--- src/sv/ptwa_pkg.sv ---
package ptwa_pkg;

  // Default sizes
  localparam int TABLE_ENTRIES_DEF = 16;
  localparam int PATH_BYTES_DEF    = 20;

  // Path field: 20 bytes split over low, mid and high words
  localparam int PATH_MAX_BYTES = 20;
  localparam int PATH_MAX_W     = PATH_MAX_BYTES * 8;

  // Configuration port
  localparam int CFG_IDX_W  = 3;
  localparam int CFG_DATA_W = 64;

  localparam logic [CFG_IDX_W-1:0] CFG_SERVER_PORT      = 3'd0;
  localparam logic [CFG_IDX_W-1:0] CFG_SERVER_PATH_LOW  = 3'd1;
  localparam logic [CFG_IDX_W-1:0] CFG_SERVER_PATH_MID  = 3'd2;
  localparam logic [CFG_IDX_W-1:0] CFG_SERVER_PATH_HIGH = 3'd3;
  localparam logic [CFG_IDX_W-1:0] CFG_MAX_AGE          = 3'd4;

  localparam logic [31:0] MAX_AGE_RESET = 32'd60;

  // Request codes
  localparam logic [2:0] FN_INSERT = 3'd0;
  localparam logic [2:0] FN_REMOVE = 3'd1;
  localparam logic [2:0] FN_LOOKUP = 3'd2;
  localparam logic [2:0] FN_TOUCH  = 3'd3;
  localparam logic [2:0] FN_TICK   = 3'd4;
  localparam logic [2:0] FN_PURGE  = 3'd5;

  // Status codes
  localparam logic [2:0] ST_OK        = 3'd0;
  localparam logic [2:0] ST_NOT_FOUND = 3'd1;
  localparam logic [2:0] ST_FULL      = 3'd2;
  localparam logic [2:0] ST_DUP       = 3'd3;
  localparam logic [2:0] ST_PROTECTED = 3'd4;

  typedef struct packed {
    logic [2:0]  func;
    logic [15:0] port;
    logic [63:0] path_low;
    logic [63:0] path_mid;
    logic [31:0] path_high;
  } req_t;

  typedef struct packed {
    logic [2:0]  status;
    logic [3:0]  found_slot;
    logic [63:0] found_path_low;
    logic [63:0] found_path_mid;
    logic [31:0] found_path_high;
    logic [4:0]  entries_in_use;
    logic [3:0]  purged_count;
  } rsp_t;

  // Per-entry result of the shared compare unit
  typedef struct packed {
    logic port_eq;
    logic aged;
  } scan_res_t;

  // Keep bytes up to the first zero byte and below nbytes, clear the rest.
  // Byte 0 sits in bits 7:0.
  function automatic logic [PATH_MAX_W-1:0] norm_path(input logic [PATH_MAX_W-1:0] p,
                                                       input int nbytes);
    logic [PATH_MAX_W-1:0] o;
    logic                  ended;
    o     = '0;
    ended = 1'b0;
    for (int i = 0; i < PATH_MAX_BYTES; i++) begin
      if (i >= nbytes || p[i*8 +: 8] == 8'h00) begin
        ended = 1'b1;
      end
      if (!ended) begin
        o[i*8 +: 8] = p[i*8 +: 8];
      end
    end
    return o;
  endfunction

endpackage

--- src/sv/ptwa_mem.sv ---
module ptwa_mem #(
  parameter int DEPTH  = 16,
  parameter int SLOT_W = 4,
  parameter int PATH_W = 160
) (
  input  logic              clk,
  // scan read port, data registered
  input  logic [SLOT_W-1:0] rd_addr,
  output logic [15:0]       rd_port,
  output logic [PATH_W-1:0] rd_path,
  output logic [31:0]       rd_stamp,
  // write port
  input  logic              we_entry,
  input  logic              we_stamp,
  input  logic [SLOT_W-1:0] wr_addr,
  input  logic [15:0]       wr_port,
  input  logic [PATH_W-1:0] wr_path,
  input  logic [31:0]       wr_stamp
);

  logic [15:0]       port_mem  [DEPTH];
  logic [PATH_W-1:0] path_mem  [DEPTH];
  logic [31:0]       stamp_mem [DEPTH];

  // Key and path change only on insert; the stamp also on touch
  always_ff @(posedge clk) begin
    if (we_entry) begin
      port_mem[wr_addr] <= wr_port;
      path_mem[wr_addr] <= wr_path;
    end
    if (we_stamp) begin
      stamp_mem[wr_addr] <= wr_stamp;
    end
  end

  always_ff @(posedge clk) begin
    rd_port  <= port_mem[rd_addr];
    rd_path  <= path_mem[rd_addr];
    rd_stamp <= stamp_mem[rd_addr];
  end

endmodule

--- src/sv/ptwa_cmp.sv ---
module ptwa_cmp (
  input  logic [15:0]         key_port,
  input  logic [15:0]         ent_port,
  input  logic [31:0]         time_now,
  input  logic [31:0]         ent_stamp,
  input  logic [31:0]         max_age,
  output ptwa_pkg::scan_res_t res
);

  logic [31:0] age;

  // Age wraps modulo 2^32
  assign age         = time_now - ent_stamp;
  assign res.port_eq = (key_port == ent_port);
  assign res.aged    = (age > max_age);

endmodule

--- src/sv/port_table_with_aging.sv ---
// Channel   Direction  Handshake                  Payload
// req       in         req_valid / req_ready      ptwa_pkg::req_t req_data
// rsp       out        rsp_valid / rsp_ready      ptwa_pkg::rsp_t rsp_data
// cfg       in         cfg_we (no wait)           cfg_index, cfg_data
//
// Insert, remove, lookup, touch and purge scan slots 1..TABLE_ENTRIES-1 one per
// cycle through the entry memory read port, then resolve in the final step.
// Tick and unknown codes skip the scan. One request is in work at a time.
// The last step waits while the response register still holds an untaken response.
// Reset is synchronous and at once empties all slots but slot 0 via per-slot valid bits.
module port_table_with_aging #(
  parameter int TABLE_ENTRIES = ptwa_pkg::TABLE_ENTRIES_DEF,
  parameter int PATH_BYTES    = ptwa_pkg::PATH_BYTES_DEF
) (
  input  logic                            clk,
  input  logic                            rst,
  input  logic                            req_valid,
  output logic                            req_ready,
  input  ptwa_pkg::req_t                  req_data,
  output logic                            rsp_valid,
  input  logic                            rsp_ready,
  output ptwa_pkg::rsp_t                  rsp_data,
  input  logic                            cfg_we,
  input  logic [ptwa_pkg::CFG_IDX_W-1:0]  cfg_index,
  input  logic [ptwa_pkg::CFG_DATA_W-1:0] cfg_data
);

  localparam int SLOT_W = $clog2(TABLE_ENTRIES);
  localparam int CNT_W  = $clog2(TABLE_ENTRIES + 1);
  localparam int PATH_W = PATH_BYTES * 8;
  localparam int PMAX_W = ptwa_pkg::PATH_MAX_W;

  localparam logic [SLOT_W-1:0] FIRST_SLOT = SLOT_W'(1);
  localparam logic [SLOT_W-1:0] LAST_SLOT  = SLOT_W'(TABLE_ENTRIES - 1);

  localparam logic [1:0] S_IDLE = 2'd0;
  localparam logic [1:0] S_SCAN = 2'd1;
  localparam logic [1:0] S_FIN  = 2'd2;

  logic [1:0]               state;
  ptwa_pkg::req_t           cur;

  // configuration
  logic [15:0]              server_port;
  logic [63:0]              server_path_low;
  logic [63:0]              server_path_mid;
  logic [31:0]              server_path_high;
  logic [31:0]              max_age;

  // table state
  logic [TABLE_ENTRIES-1:0] vbits;
  logic [CNT_W-1:0]         count;
  logic [31:0]              time_now;

  // scan state
  logic [SLOT_W-1:0]        scan_addr;
  logic                     iss_done;
  logic                     rd_vld;
  logic [SLOT_W-1:0]        rd_idx;
  logic                     hit_found;
  logic [SLOT_W-1:0]        hit_idx;
  logic [PATH_W-1:0]        hit_path;
  logic                     free_found;
  logic [SLOT_W-1:0]        free_idx;
  logic [CNT_W-1:0]         purged;

  // memory read data
  logic [15:0]              rd_port;
  logic [PATH_W-1:0]        rd_path;
  logic [31:0]              rd_stamp;

  ptwa_pkg::scan_res_t      sres;
  logic                     ent_v;

  // final step
  logic                     fin_fire;
  logic                     srv_hit;
  logic                     any_hit;
  logic [SLOT_W-1:0]        hit_slot;
  logic [PMAX_W-1:0]        srv_path;
  logic [PMAX_W-1:0]        ins_path;
  logic [PMAX_W-1:0]        pout;
  logic [2:0]               st;
  logic [SLOT_W-1:0]        slot;
  logic                     ins_en;
  logic                     stamp_en;
  logic                     clr_en;
  logic                     tick;
  logic [SLOT_W-1:0]        wr_addr;
  logic [CNT_W-1:0]         cnt_fin;
  ptwa_pkg::rsp_t           res;

  assign req_ready = (state == S_IDLE);
  assign fin_fire  = (state == S_FIN) && (!rsp_valid || rsp_ready);

  // Entry memory
  ptwa_mem #(
    .DEPTH  (TABLE_ENTRIES),
    .SLOT_W (SLOT_W),
    .PATH_W (PATH_W)
  ) u_mem (
    .clk      (clk),
    .rd_addr  (scan_addr),
    .rd_port  (rd_port),
    .rd_path  (rd_path),
    .rd_stamp (rd_stamp),
    .we_entry (fin_fire && ins_en),
    .we_stamp (fin_fire && (ins_en || stamp_en)),
    .wr_addr  (wr_addr),
    .wr_port  (cur.port),
    .wr_path  (ins_path[PATH_W-1:0]),
    .wr_stamp (time_now)
  );

  // Shared compare unit, one slot per cycle
  ptwa_cmp u_cmp (
    .key_port  (cur.port),
    .ent_port  (rd_port),
    .time_now  (time_now),
    .ent_stamp (rd_stamp),
    .max_age   (max_age),
    .res       (sres)
  );

  assign ent_v = vbits[rd_idx];

  // Normalized paths
  assign srv_path = ptwa_pkg::norm_path({server_path_high, server_path_mid, server_path_low},
                                        PATH_BYTES);
  assign ins_path = ptwa_pkg::norm_path({cur.path_high, cur.path_mid, cur.path_low},
                                        PATH_BYTES);

  // Resolve the request once the scan is over; slot zero wins the search
  always_comb begin
    srv_hit  = (cur.port == server_port);
    any_hit  = srv_hit || hit_found;
    hit_slot = srv_hit ? '0 : hit_idx;
    st       = ptwa_pkg::ST_OK;
    slot     = '0;
    pout     = '0;
    ins_en   = 1'b0;
    stamp_en = 1'b0;
    clr_en   = 1'b0;
    tick     = 1'b0;
    wr_addr  = hit_idx;
    cnt_fin  = count;
    case (cur.func)
      ptwa_pkg::FN_INSERT: begin
        if (any_hit) begin
          st   = ptwa_pkg::ST_DUP;
          slot = hit_slot;
        end else if (free_found) begin
          ins_en  = 1'b1;
          wr_addr = free_idx;
          slot    = free_idx;
          cnt_fin = count + CNT_W'(1);
        end else begin
          st = ptwa_pkg::ST_FULL;
        end
      end
      ptwa_pkg::FN_REMOVE: begin
        if (!any_hit) begin
          st = ptwa_pkg::ST_NOT_FOUND;
        end else if (srv_hit) begin
          st = ptwa_pkg::ST_PROTECTED;
        end else begin
          clr_en  = 1'b1;
          slot    = hit_idx;
          cnt_fin = count - CNT_W'(1);
        end
      end
      ptwa_pkg::FN_LOOKUP: begin
        if (!any_hit) begin
          st = ptwa_pkg::ST_NOT_FOUND;
        end else begin
          slot = hit_slot;
          pout = srv_hit ? srv_path : PMAX_W'(hit_path);
        end
      end
      ptwa_pkg::FN_TOUCH: begin
        if (!any_hit) begin
          st = ptwa_pkg::ST_NOT_FOUND;
        end else begin
          slot     = hit_slot;
          stamp_en = !srv_hit;
        end
      end
      ptwa_pkg::FN_TICK: begin
        tick = 1'b1;
      end
      default: begin
      end
    endcase
  end

  always_comb begin
    res.status          = st;
    res.found_slot      = 4'(slot);
    res.found_path_low  = pout[63:0];
    res.found_path_mid  = pout[127:64];
    res.found_path_high = pout[159:128];
    res.entries_in_use  = 5'(cnt_fin);
    res.purged_count    = 4'(purged);
  end

  // Sequencer, table state and response register
  always_ff @(posedge clk) begin
    if (rst) begin
      state            <= S_IDLE;
      rsp_valid        <= 1'b0;
      vbits            <= TABLE_ENTRIES'(1);
      count            <= CNT_W'(1);
      time_now         <= '0;
      rd_vld           <= 1'b0;
      iss_done         <= 1'b0;
      server_port      <= '0;
      server_path_low  <= '0;
      server_path_mid  <= '0;
      server_path_high <= '0;
      max_age          <= ptwa_pkg::MAX_AGE_RESET;
    end else begin
      // config writes
      if (cfg_we) begin
        case (cfg_index)
          ptwa_pkg::CFG_SERVER_PORT:      server_port      <= cfg_data[15:0];
          ptwa_pkg::CFG_SERVER_PATH_LOW:  server_path_low  <= cfg_data;
          ptwa_pkg::CFG_SERVER_PATH_MID:  server_path_mid  <= cfg_data;
          ptwa_pkg::CFG_SERVER_PATH_HIGH: server_path_high <= cfg_data[31:0];
          ptwa_pkg::CFG_MAX_AGE:          max_age          <= cfg_data[31:0];
          default: begin
          end
        endcase
      end

      if (rsp_valid && rsp_ready && !fin_fire) begin
        rsp_valid <= 1'b0;
      end

      rd_vld <= (state == S_SCAN) && !iss_done;
      rd_idx <= scan_addr;

      case (state)
        S_IDLE: begin
          if (req_valid) begin
            cur        <= req_data;
            scan_addr  <= FIRST_SLOT;
            iss_done   <= 1'b0;
            hit_found  <= 1'b0;
            free_found <= 1'b0;
            purged     <= '0;
            if (req_data.func inside {ptwa_pkg::FN_INSERT, ptwa_pkg::FN_REMOVE,
                                      ptwa_pkg::FN_LOOKUP, ptwa_pkg::FN_TOUCH,
                                      ptwa_pkg::FN_PURGE}) begin
              state <= S_SCAN;
            end else begin
              state <= S_FIN;
            end
          end
        end
        S_SCAN: begin
          // issue reads
          if (!iss_done) begin
            scan_addr <= scan_addr + SLOT_W'(1);
            if (scan_addr == LAST_SLOT) begin
              iss_done <= 1'b1;
            end
          end
          // evaluate the slot read last cycle
          if (rd_vld) begin
            if (ent_v && sres.port_eq && !hit_found) begin
              hit_found <= 1'b1;
              hit_idx   <= rd_idx;
              hit_path  <= rd_path;
            end
            if (!ent_v && !free_found) begin
              free_found <= 1'b1;
              free_idx   <= rd_idx;
            end
            if (cur.func == ptwa_pkg::FN_PURGE && ent_v && sres.aged) begin
              vbits[rd_idx] <= 1'b0;
              count         <= count - CNT_W'(1);
              purged        <= purged + CNT_W'(1);
            end
            if (rd_idx == LAST_SLOT) begin
              state <= S_FIN;
            end
          end
        end
        S_FIN: begin
          if (fin_fire) begin
            if (ins_en) begin
              vbits[free_idx] <= 1'b1;
            end
            if (clr_en) begin
              vbits[hit_idx] <= 1'b0;
            end
            if (tick) begin
              time_now <= time_now + 32'd1;
            end
            count     <= cnt_fin;
            rsp_data  <= res;
            rsp_valid <= 1'b1;
            state     <= S_IDLE;
          end
        end
        default: begin
          state <= S_IDLE;
        end
      endcase
    end
  end

endmodule

--- config.mk ---
export PLATFORM = sky130hd
export DESIGN_NAME = port_table_with_aging
export DESIGN_NICKNAME = d
export VERILOG_FILES = /design/src/sv/ptwa_pkg.sv /design/src/sv/ptwa_mem.sv /design/src/sv/ptwa_cmp.sv /design/src/sv/port_table_with_aging.sv
export SDC_FILE = /design/constraint.sdc
export NUM_CORES = 2
export LEC_CHECK = 0
export ABC_AREA = 1
export ABC_CLOCK_PERIOD_IN_PS = 16560
export BUFFER_PORTS_ARGS = -buffer_cell sky130_fd_sc_hd__buf_2
export CAP_MARGIN = 0
export CORE_ASPECT_RATIO = 2
export CORE_MARGIN = 10
export CORE_UTILIZATION = 50
export CTS_CLUSTER_SIZE = 10
export DETAILED_ROUTE_END_ITERATION = 12
export GPL_TIMING_DRIVEN = 0
export PLACE_DENSITY_LB_ADDON = 0.05
export SLEW_MARGIN = 20
export SYNTH_ARGS = -nofsm -noshare
export SYNTH_HDL_FRONTEND = slang
export SYNTH_SLANG_ARGS = --single-unit
--- constraint.sdc ---
create_clock -name clk -period 16.56 [get_ports clk]
set_clock_uncertainty 0.15 [all_clocks]
set_input_delay 0.828 -clock clk [delete_from_list [all_inputs] [get_ports clk]]
set_output_delay 0.828 -clock clk [all_outputs]
set_load 0.01 [all_outputs]
# Yosys cells after proc, flatten, opt, wreduce, memory -nomap -nowiden
# Memory sizes are Yosys's and may differ from the RTL's. A register that Yosys moved wholly into a read port is not among the register bits.
# Cells that the tools add are included.
# totals
regBits,804
ram_bits,3328
out_inout_bits,178
wordCells,332
mem_count,3
# classes
n_addsub,6
order_cmp,7
n_eq_ne,27
muxes,160
bitwise,6
reduce_logical,91
# mem_list
memory,words,width,rd,rd_ports_with_merged_regs,write_ports,line,rtl
u_mem.path_mem,16,160,1,1,1,ptwa_mem.sv:22,logic [PATH_W-1:0] path_mem [DEPTH];
u_mem.stamp_mem,16,32,1,1,1,ptwa_mem.sv:23,logic [31:0] stamp_mem [DEPTH];
u_mem.port_mem,16,16,1,1,1,ptwa_mem.sv:21,logic [15:0] port_mem [DEPTH];
# op_table
operator,n
8-bit zero test,40
8-bit two-way mux,40
160-bit two-way mux,1
16-bit two-way mux,8
1-bit two-way mux,68
5-bit two-way mux,10
4-bit two-way mux,9
"32-bit by 1-bit adder with 32-bit output, second input constant",1
16-bit AND,2
16-bit == test,2
32-bit greater-than comparator,1
16-bit inverter,2
16-bit one-hot mux with 2 select lines,1
32-bit subtractor,1
5-bit one-hot mux with 2 select lines,3
4-bit AND reduction,5
"3-bit by 2-bit == test with 1-bit output, second input constant",6
16-bit bitwise OR,1
4-bit one-hot mux with 2 select lines,2
"4-bit by 5-bit less-than comparator with 1-bit output, second input constant",3
5-bit AND reduction,3
1-bit logical AND,14
2-bit two-way mux,7
2-bit AND reduction,7
27 further kinds,60

# Depth between registers and ports, before layout
# depth
depth_word,23
mapped_depth,31

# Modules after synthesis
# A second synthesis with hierarchy kept.
# hier_totals
cells_unflattened,16359
area_unflattened_um2,177717.9
# by_module_without_submodules
module,n_inst,cells_each,area_each_um2,seq_area_each_um2
ptwa_mem,1,12533,142241.4,104099.8
port_table_with_aging,1,3145,32010.7,21450.6
ptwa_cmp,1,681,3465.8,0.0

# Least setup slack after synthesis
# No wires, ideal clock.
# synth_timing
path_kind,register -> register
from,reg cur[165] (netlist name)
to,"mem u_mem.path_mem[15][0], enable pin"
setup_ps,927
t_arrival_ps,13922
t_required_ps,15483
setup_slack_ps,1561
path_stages_with_launch,13
path_buffers,1
cell_sequence,edfxtp_1 -> inv_1 -> or2_2 -> nand3_1 -> nor4_1 -> nand2_1 -> nand2_1 -> nor3_1 -> buf_2 -> nand2_1 -> o21ai_0 -> nand2_1 -> nor3_1
# synth_via
elab_chain_cells,7
elab_cells_between_ends,9
classes_between,eq/ne (1); mux (6); reduce/logical (2)
# synth_lines
element,line,rtl
from (decl),port_table_with_aging.sv:41,ptwa_pkg::req_t cur;
from (signal assigned),port_table_with_aging.sv:245,cur <= req_data;
16-bit == test (*),port_table_with_aging.sv:135,srv_hit = (cur.port == server_port);
1-bit logical OR (*),port_table_with_aging.sv:136,any_hit = srv_hit || hit_found;
1-bit two-way mux,port_table_with_aging.sv:149,if (any_hit) begin
1-bit two-way mux,port_table_with_aging.sv:147,case (cur.func)
1-bit logical AND,port_table_with_aging.sv:107,".we_entry (fin_fire && ins_en),"
1-bit two-way mux,ptwa_mem.sv:27,if (we_entry) begin
1-bit two-way mux (not written as such),ptwa_mem.sv:29,path_mem[wr_addr] <= wr_path;
to (decl),ptwa_mem.sv:22,
# Mark *: on every way between the ends. The rest lies on a longest branch, timed or not.

# Worst setup path in the final report
# layout_timing
from,reg time_now[0]
to,reg count[2]
# layout_via
elab_chain_cells,5
# layout_lines
element,line,rtl
from (decl),port_table_with_aging.sv:53,logic [31:0] time_now;
from (signal assigned),port_table_with_aging.sv:298,time_now <= time_now + 32'd1;
32-bit subtractor,ptwa_cmp.sv:13,assign age = time_now - ent_stamp;
32-bit greater-than comparator,ptwa_cmp.sv:15,assign res.aged = (age > max_age);
1-bit logical AND,port_table_with_aging.sv:279,if (cur.func == ptwa_pkg::FN_PURGE && ent_v && sres.aged) begin
2-bit by 1-bit inequality test with 1-bit output (no source line),--,
4-bit AND reduction (no source line),--,
to (signal assigned),port_table_with_aging.sv:281,count <= count - CNT_W'(1);
to (signal assigned),port_table_with_aging.sv:300,count <= cnt_fin;
to (decl),port_table_with_aging.sv:52,logic [CNT_W-1:0] count;
# No other way between the ends.
# A chain may end at the register's enable or synchronous reset.

==> out/metrics.cfg <==
[worst_setup_path]
crit_path_end_kind=flip-flop
cpMaxStageDelayCell=dfxtp_1
r2r_end=count[2]
path_depth=28
crit_top_cell=nand2_1
worstSetupStartpoint=time_now[0]
critical_path.max_stage_delay_ns=0.84
worstSetupPathType=flip-flop to flip-flop
critPathLaunchType=flip-flop
crit_buf_inv=4
cp.arrival_ns=8.26
path_delay_family=compound AO/OA/AOI/OAI gates
reg2reg_depth=28
setup.worst_path.end=count[2]
critPathRequiredTime_ns=17.29
r2r_start=time_now[0]
rrSetupSlack_ns=9.03
critPathMaxFanout=19

[global_route]
overflow=0
grt_usage_pct=32.8
grt_max_degree=32
antenna_found_initial=79
grt_pass1_vias=115140
grt_pass1_wl_um=840000

[cells_and_area]
final_cells=18658
regArea_um2=126000
fill_cells=26617
synthToLayoutAreaGrowth_pct=17.9
utilization_pct=59.1
drive_above_1_share_pct=10.5
layout.nets=14218
multiInputGateArea_um2=37200

[clock_network]
cts_tree=yes
cts_resized=0
cts_root_buf=clkbuf_16
clk_pin_slew_worst_paths_ns=0.06
insertion_delay_ns=1.02
cts_buffer_depth=4
cts_sinks=4339
hold_buffers=203
postCtsSetupBuffers=0
cts_buffers=477
h-tree-depth=5

[synth]
synth_simple_gate_area_share_pct=9.58
synth_top_family_by_area=compound AO/OA/AOI/OAI gates
synth_area_per_cell_um2=13.4
synthMuxAreaShare_pct=1.88
synth_edf_count=3865
yosysTopAreaCellShare_pct=69.5
synthTopCellsByCount=edfxtp_1 (3865), nor2_1 (2453), o21ai_0 (1157)
ys_types=55
netlist_area_um2=167000
synth_fa_ha_area_share_pct=0.521
synthesis.nets=12830
synth_seq_cells=4339
yosys_warnings=0
yosysMostFrequentCell=edfxtp_1
synth_area_leaders=edfxtp_1 (69%), dfxtp_1 (5.7%), nor2_1 (5.5%)
synth-compound-area-share_pct=9.65
ys_seq_area_share_pct=75.2
yosys_most_used_dff=edfxtp_1
synthArstFlopShare_pct=0
syn_inst=12510
synthXorXnorAreaFrac_pct=0.346
yosys.area.top_type=edfxtp_1

[die]
coreArea_um2=333000
initial_core_util_pct=50.1
die_area_um2=359000
die_h_um=837
io_pins=429
floorplan.rows=300
die_w_um=429

[power_and_ir_drop]
p_per_area_nw_per_um2=128
ir_worst_vdd_uv=94.2
p_leak_uw=0.0679

[placed_design]
dp_hpwl_um=449000
io_buffer_count=427
routabilityCongestion=0.951
dp_cells=17594

[min_path]
hp-start=cfg_data[35]
hold_class=primary input to flip-flop

[timing]
relSlewSlack_pct=9.71
rsz0062_at_grt=no
timing.fmax_ghz=0.133
fin_crit_sh_pct=45.5
tns_ns=0
final_max_slew_viol_count=0
hold_viol_final=0
setup_viol=0
worst_pin_slew_ns=1.35
layout_min_cycle_time_ns=7.53

[flow_run]
maxCapViolCount=0

[route]
wirelength_um=608000
vias=114204
avgViaCountPerCell=6.12
drt_drc_violations_left=0
drt_iter0_drc=13335
first_pass_iters=6
ant_nets=0
wl_per_cell_um=32.6

[run_status]
status=finished, final reports clean

==> sequential cells by signal, indices dropped and copies added (netlist names), 32 cells and up <==
register / count
time_now: 32
server_path_low: 64
rsp_data: 176
u_mem.stamp_mem: 512
u_mem.path_mem: 2560
u_mem.rd_stamp: 32
server_path_high: 32
cur: 179
max_age: 32
u_mem.rd_path: 160
hit_path: 160
server_path_mid: 64
u_mem.port_mem: 256
==> cells by family after synthesis <==
kind of cell               after synthesis
DFF                                   4339
AOI/OAI and AO/OA                     2507
xor gates and xnor gates                66
and+or+nand+nor                       3961
adders and majority gates               69
buffers and inverters                 1255
muxes                                  313
==> where the power goes <==
| part | internal (uW) | leakage, uW | switching [uW] | total [uW] |
|---|---|---|---|---|
| registers | 12300 | 0.0395 | 190 | 12500 |
| clock network | 5450 | 0.00649 | 4200 | 9650 |
| logic | 800 | 0.0219 | 2270 | 3070 |
==> routing by layer <==
layer | routed length [um] | global-route usage, % | up-vias
li1 | - | - | 49052
met1 | 202000 | 36.2 | 57556
met2 | 304000 | 56.6 | 5977
met3 | 46300 | 5.30 | 1613
met4 | 54800 | 25.1 | 6
met5 | 41 | 0 | -
==> cell type report <==
type,instances,area share (%)
Antenna cell,37,0.0470
Buffer,782,1.58
Clock buffer,809,6.83
Clock inverter,14,0.0928
Inverter,473,0.902
Multi-Input combinational cell,6916,18.9
Sequential cell,4339,63.8
Tap cell,4379,2.78
Timing Repair Buffer,909,5.09
==> per-stage QoR <==
step	area (um2)	total power (uW)	hold WS [ns]	setup slack [ns]
detailed placement	181000	15700	0.239	9.07
floorplan	167000	14100	0.236	1.56
CTS	197000	25200	0.00646	9.04
global route	197000	25900	0.0591	8.84
global placement	175000	15600	0.239	-12.30
finish	197000	25200	0.0772	9.03
==> worst min-delay path by stage <==
stage / endpoint / slack [ns] / cells past startpoint
2_1_floorplan: hit_path[0] / 0.24 / 0
3_3_place_gp: hit_path[86] / 0.24 / 0
3_5_place_dp: hit_path[112] / 0.24 / 0
4_1_cts: server_path_mid[54] / 0.006 / 3
5_1_grt: server_path_mid[54] / 0.06 / 3
6_report: server_path_mid[35] / 0.08 / 3
==> worst register-to-register path: cells and delay by family (launching register included) <==
| family | cells | cell delay (ns) |
|---|---|---|
| flip-flops | 1 | 0.84 |
| AO/OA/AOI/OAI | 11 | 3.28 |
| AND/OR/NAND/NOR | 10 | 1.38 |
| buffers and inverters | 4 | 0.98 |
| adder cells (fa/ha/maj) | 2 | 0.54 |
| XOR/XNOR | 1 | 0.23 |
==> cells in the final DEF (no fill, tap or decap), types with 37 or more instances in the layout <==
cell,n
edfxtp_1,3865
nor2_1,2337
o21ai_0,1157
clkbuf_1,943
nand2_1,876
o32ai_1,519
clkbuf_16,488
dfxtp_1,474
buf_2,472
inv_1,462
nand3_1,419
a21oi_1,331
o221ai_1,315
mux2i_1,313
dlygate4sd3_1,203
buf_12,142
o211ai_1,112
buf_16,96
nor2_2,86
ha_1,68
nand4_1,66
clkbuf_2,61
nor4_1,54
nor2_4,42
buf_1,41
nor3_1,40
xor2_1,39
diode_2,37
No activity file was read; power rests on OpenSTA's default activity.
